<file path="src/rtl/core/ahi_div.sv">
// ahi_div: restoring serial divider, one quotient bit per cycle
// no dependencies
module ahi_div (
  input  logic        clk_i,
  input  logic        rst_ni,
  input  logic        start_i,
  input  logic [31:0] num_i,
  input  logic [31:0] den_i,
  output logic        busy_o,
  output logic [15:0] quot_o
);
  // computes min(floor(num*65536/den), 65535), num < den assumed ok too
  logic [32:0] rem_q, rem_d;
  logic [47:0] dvd_q, dvd_d;
  logic [31:0] den_q, den_d;
  logic [47:0] quo_q, quo_d;
  logic [5:0]  cnt_q, cnt_d;
  logic        busy_q, busy_d;
  logic [33:0] trial;
  logic [32:0] shifted;

  always_comb begin
    rem_d = rem_q; dvd_d = dvd_q; den_d = den_q; quo_d = quo_q;
    cnt_d = cnt_q; busy_d = busy_q;
    shifted = {rem_q[31:0], dvd_q[47]};
    trial = {1'b0, shifted} - {2'b00, den_q};
    if (start_i) begin
      rem_d = '0; dvd_d = {num_i, 16'h0}; den_d = den_i; quo_d = '0;
      cnt_d = 6'd48; busy_d = 1'b1;
    end else if (busy_q) begin
      dvd_d = {dvd_q[46:0], 1'b0};
      if (!trial[33]) begin
        rem_d = trial[32:0]; quo_d = {quo_q[46:0], 1'b1};
      end else begin
        rem_d = shifted; quo_d = {quo_q[46:0], 1'b0};
      end
      cnt_d = cnt_q - 6'd1;
      if (cnt_q == 6'd1) busy_d = 1'b0;
    end
  end

  always_ff @(posedge clk_i or negedge rst_ni) begin
    if (!rst_ni) begin
      busy_q <= 1'b0; cnt_q <= '0;
    end else begin
      busy_q <= busy_d; cnt_q <= cnt_d;
    end
  end

  always_ff @(posedge clk_i) begin
    rem_q <= rem_d; dvd_q <= dvd_d; den_q <= den_d; quo_q <= quo_d;
  end

  assign busy_o = busy_q;
  // zero divisor gives zero, overflow clamps
  assign quot_o = (den_q == 32'h0) ? 16'h0 :
                  (quo_q[47:16] != 32'h0) ? 16'hFFFF : quo_q[15:0];
endmodule

</file>
<file path="config.mk">
export PLATFORM = sky130hd
export DESIGN_NAME = ahi_div
export DESIGN_NICKNAME = d
export VERILOG_FILES = /design/src/rtl/core/ahi_div.sv
export SDC_FILE = /design/constraint.sdc
export NUM_CORES = 1
export LEC_CHECK = 0
export BUFFER_PORTS_ARGS = -buffer_cell sky130_fd_sc_hd__clkbuf_2
export CAP_MARGIN = 20
export CORE_MARGIN = 2
export CORE_UTILIZATION = 62
export CTS_CLUSTER_DIAMETER = 100
export CTS_CLUSTER_SIZE = 20
export DETAILED_ROUTE_END_ITERATION = 8
export HOLD_SLACK_MARGIN = 0.02
export MAX_ROUTING_LAYER = met4
export PLACE_DENSITY = 0.91
export REMOVE_ABC_BUFFERS = 1
export SYNTH_ARGS = -nofsm -noshare
export SYNTH_HDL_FRONTEND = slang
export SYNTH_SLANG_ARGS = --single-unit
</file>
<file path="constraint.sdc">
create_clock -name clk_i -period 6.4 [get_ports clk_i]
set_input_delay 0.32 -clock clk_i [delete_from_list [all_inputs] [get_ports clk_i]]
set_output_delay 0.32 -clock clk_i [all_outputs]
set_load 0.01 [all_outputs]
</file>
==> reports/metrics.yaml <==
outcome: "completed"
p_sw_share_pct: 24.2
first_pass_iters: 5
synthCells: 798
fin_ws_ns: 3.31
crit_required_ns: 6.08
hp-class: "in2reg"
p_total_mw: 2.21
grt_pass1_vias: 6002
combinationalPowerShare_pct: 8.7
skew_ns: 0.00765
hold_violations: 0
p_int_mw: 1.67
drt_wl_total_mm: 16.5
clkTransAtPathRegs_ns: 0.06
area.sequential_um2: 3700
drc: 0
die-height_um: 117
viasPerCell: 5.81
grt_first_pass_wirelength_mm: 27.5
core_um2: 12500
place.port_buffers: 83
synth_cell_types: 65
cap_violations: 0
synthArstFlopShare_pct: 4.64
synth.avg_cell_area_um2: 9.88
antenna_found_initial: 0
start_kind: "flip-flop"
cts_num_sinks: 151
syn2layout_area_growth_pct: 13.4
synth_edf_count: 64
clockBufferDepth: 2
drt.antenna.violating_nets: 0
vias: 6091
yosys_warnings: 0
synth_seq_cells: 151
synth.area.top_cells: "edfxtp_1, dfxtp_1, mux2i_1, nor2_1, ha_1"
power-per-cell-area_nw_per_um2: 247
io_pins: 84
yosys-top-cells-count: "nor2_1, dfxtp_1, nand2_1, edfxtp_1, mux2i_1"
start_util_pct: 63.0
p_leak_nw: 4.10
final_max_slew_viol_count: 0
tightest_slew_ns: 1.00
dp_hpwl_mm: 11.0
seq_area_frac_synth_pct: 46.9
num_rows: 41
drive_gt1_share_pct: 18.9
critPathKind: "reg2out"
ir_drop_v: 0.000215
wire_per_inst_um: 15.7
clock_power_share_pct: 42.2
crit_fanout: 16
cts_tree: "built"
dp.cells: 1015
fillers: 945
syn_area_um2: 7890
grt_usage_pct: 26.3
pre_cts_slack_ns: 3.14
cts_buffers: 17
gp_congestion: 0.962
period_share_pct: 48.3
netlist.area_leader.share_pct: 24.4
worst_skew_pair.late_latency_ns: 0.42
multi_input_area_um2: 3870
root_buffer: "clkbuf_16"
reg2reg_depth: 10
yosysTopAreaCell: "edfxtp_1"
synth.most_common_cell: "nor2_1"
period_needed_ns: 3.09
maxSlewHeadroom_pct: 33.4
num-nets-final: 966
synth_ff_type: "dfxtp_1"
seq_power_share_pct: 49.1
fmax_mhz: 323
setup_violations: 0
tns_ns: 0
drtIter0Drc: 377
holdPathStages: 1
layout.cells.non_filler: 1049
dieWidth_um: 117
grt_max_degree: 94
htreeDepth: 4
power_switching_uw: 535
end_kind: "output port"
crit_arrival_ns: 2.77
dieArea_um2: 13600
antenna_cells: 0
grt.overflow.total: 0
grt_setup_unrepaired: "false"
-- flip-flops by register name, summed over array words and instances (netlist names) --
name,count
cnt_q,6
quo_q,48
busy_o,1
rem_q,32
den_q,32
dvd_q,32
-- per-layer routing --
layer  GRT usage (%)  vias to the layer above  part of all wire [%]
met5               -                        -                     0
met4            10.1                        0                   2.2
met3            6.02                       33                   4.8
met2            42.1                      160                    48
met1            32.8                     2895                    45
li1                -                     3003                     -
-- logic make-up after synthesis --
kind of cell,share of synthesized area [%]
buffers and inverters,4.03
adder cells (fa/ha/maj),5.65
AO/OA/AOI/OAI,13.1
AND/OR/NAND/NOR,16.3
XOR/XNOR,3.22
multiplexers,10.8
flip-flops,46.9
-- path summary, 6_finish.rpt --
path	startpoint	to	slack, ns
min in group asynchronous	rst_ni	cnt_q[4]$_DFFE_PN0P_	0.27
max reg2reg	den_q[26]$_DFFE_PP_	rem_q[1]$_SDFFE_PP0P_	3.35
min reg2reg	rem_q[31]$_SDFFE_PP0P_	rem_q[31]$_SDFFE_PP0P_	0.48
min	den_i[27]	den_q[27]$_DFFE_PP_	0.07
max	den_q[14]$_DFFE_PP_	quot_o[4]	3.31
max in group asynchronous	rst_ni	busy_o$_DFF_PN0_	5.94
-- through the flow --
stage	instance area, um^2	hold WS (ns)	utilization [%]
floorplan	7720	0.0244	-
global placement	8370	0.167	66.9
detailed placement	8370	0.168	66.9
CTS	8930	0.0616	71.3
global route	8940	0.0616	71.4
finish	8940	0.0720	71.4
-- worst max-delay path, stage by stage, from the launching register on --
cell and delay (ns):
edfxtp_1 0.42, nor4_1 0.48, nand4_1 0.26, nor2_1 0.80, nor2_1 0.20, clkbuf_2 0.19
-- cell type report --
cell class	count	share of cell area (%)
multi-input cells	567	43.3
flip-flops and latches	151	41.4
clock buffers	20	5.16
repair buffers	87	5.08
well taps	172	2.41
inverters	40	1.68
clock inverters	12	0.994
-- cell usage in the layout, fill, tap and decap left out, types with 5 or more instances in the layout --
cell	instances
mux2i_1	48
inv_1	40
and3_1	6
dfrtp_1	6
clkbuf_2	82
edfxtp_1	64
nor3_1	21
nor4_1	16
ha_1	34
a311oi_1	22
nand2_1	65
a21o_1	18
clkbuf_16	18
nand2b_1	11
a21oi_1	36
o21a_1	5
nor2b_1	7
inv_6	5
xor2_1	13
nand4_1	13
nor3b_1	5
o21ai_0	15
a211oi_1	5
o21ai_1	6
mux2_2	32
nor2_1	120
xnor2_1	16
dfxtp_1	80
-- power by group through the flow --
stage	Combinational, mW	Clock [mW]	Sequential [mW]
floorplan	0.127	0	1.09
finish	0.192	0.933	1.08
detailed placement	0.187	0	1.10
CTS	0.190	0.944	1.08
global route	0.214	0.988	1.09
global placement	0.182	0	1.10
-- repair_timing --
action                    in CTS  in global routing
buffers inserted               0                  0
hold endpoints to repair       7                  0
resized for setup              0                  0
hold buffers                   1                  0
No activity file was read; power rests on OpenSTA's default activity.
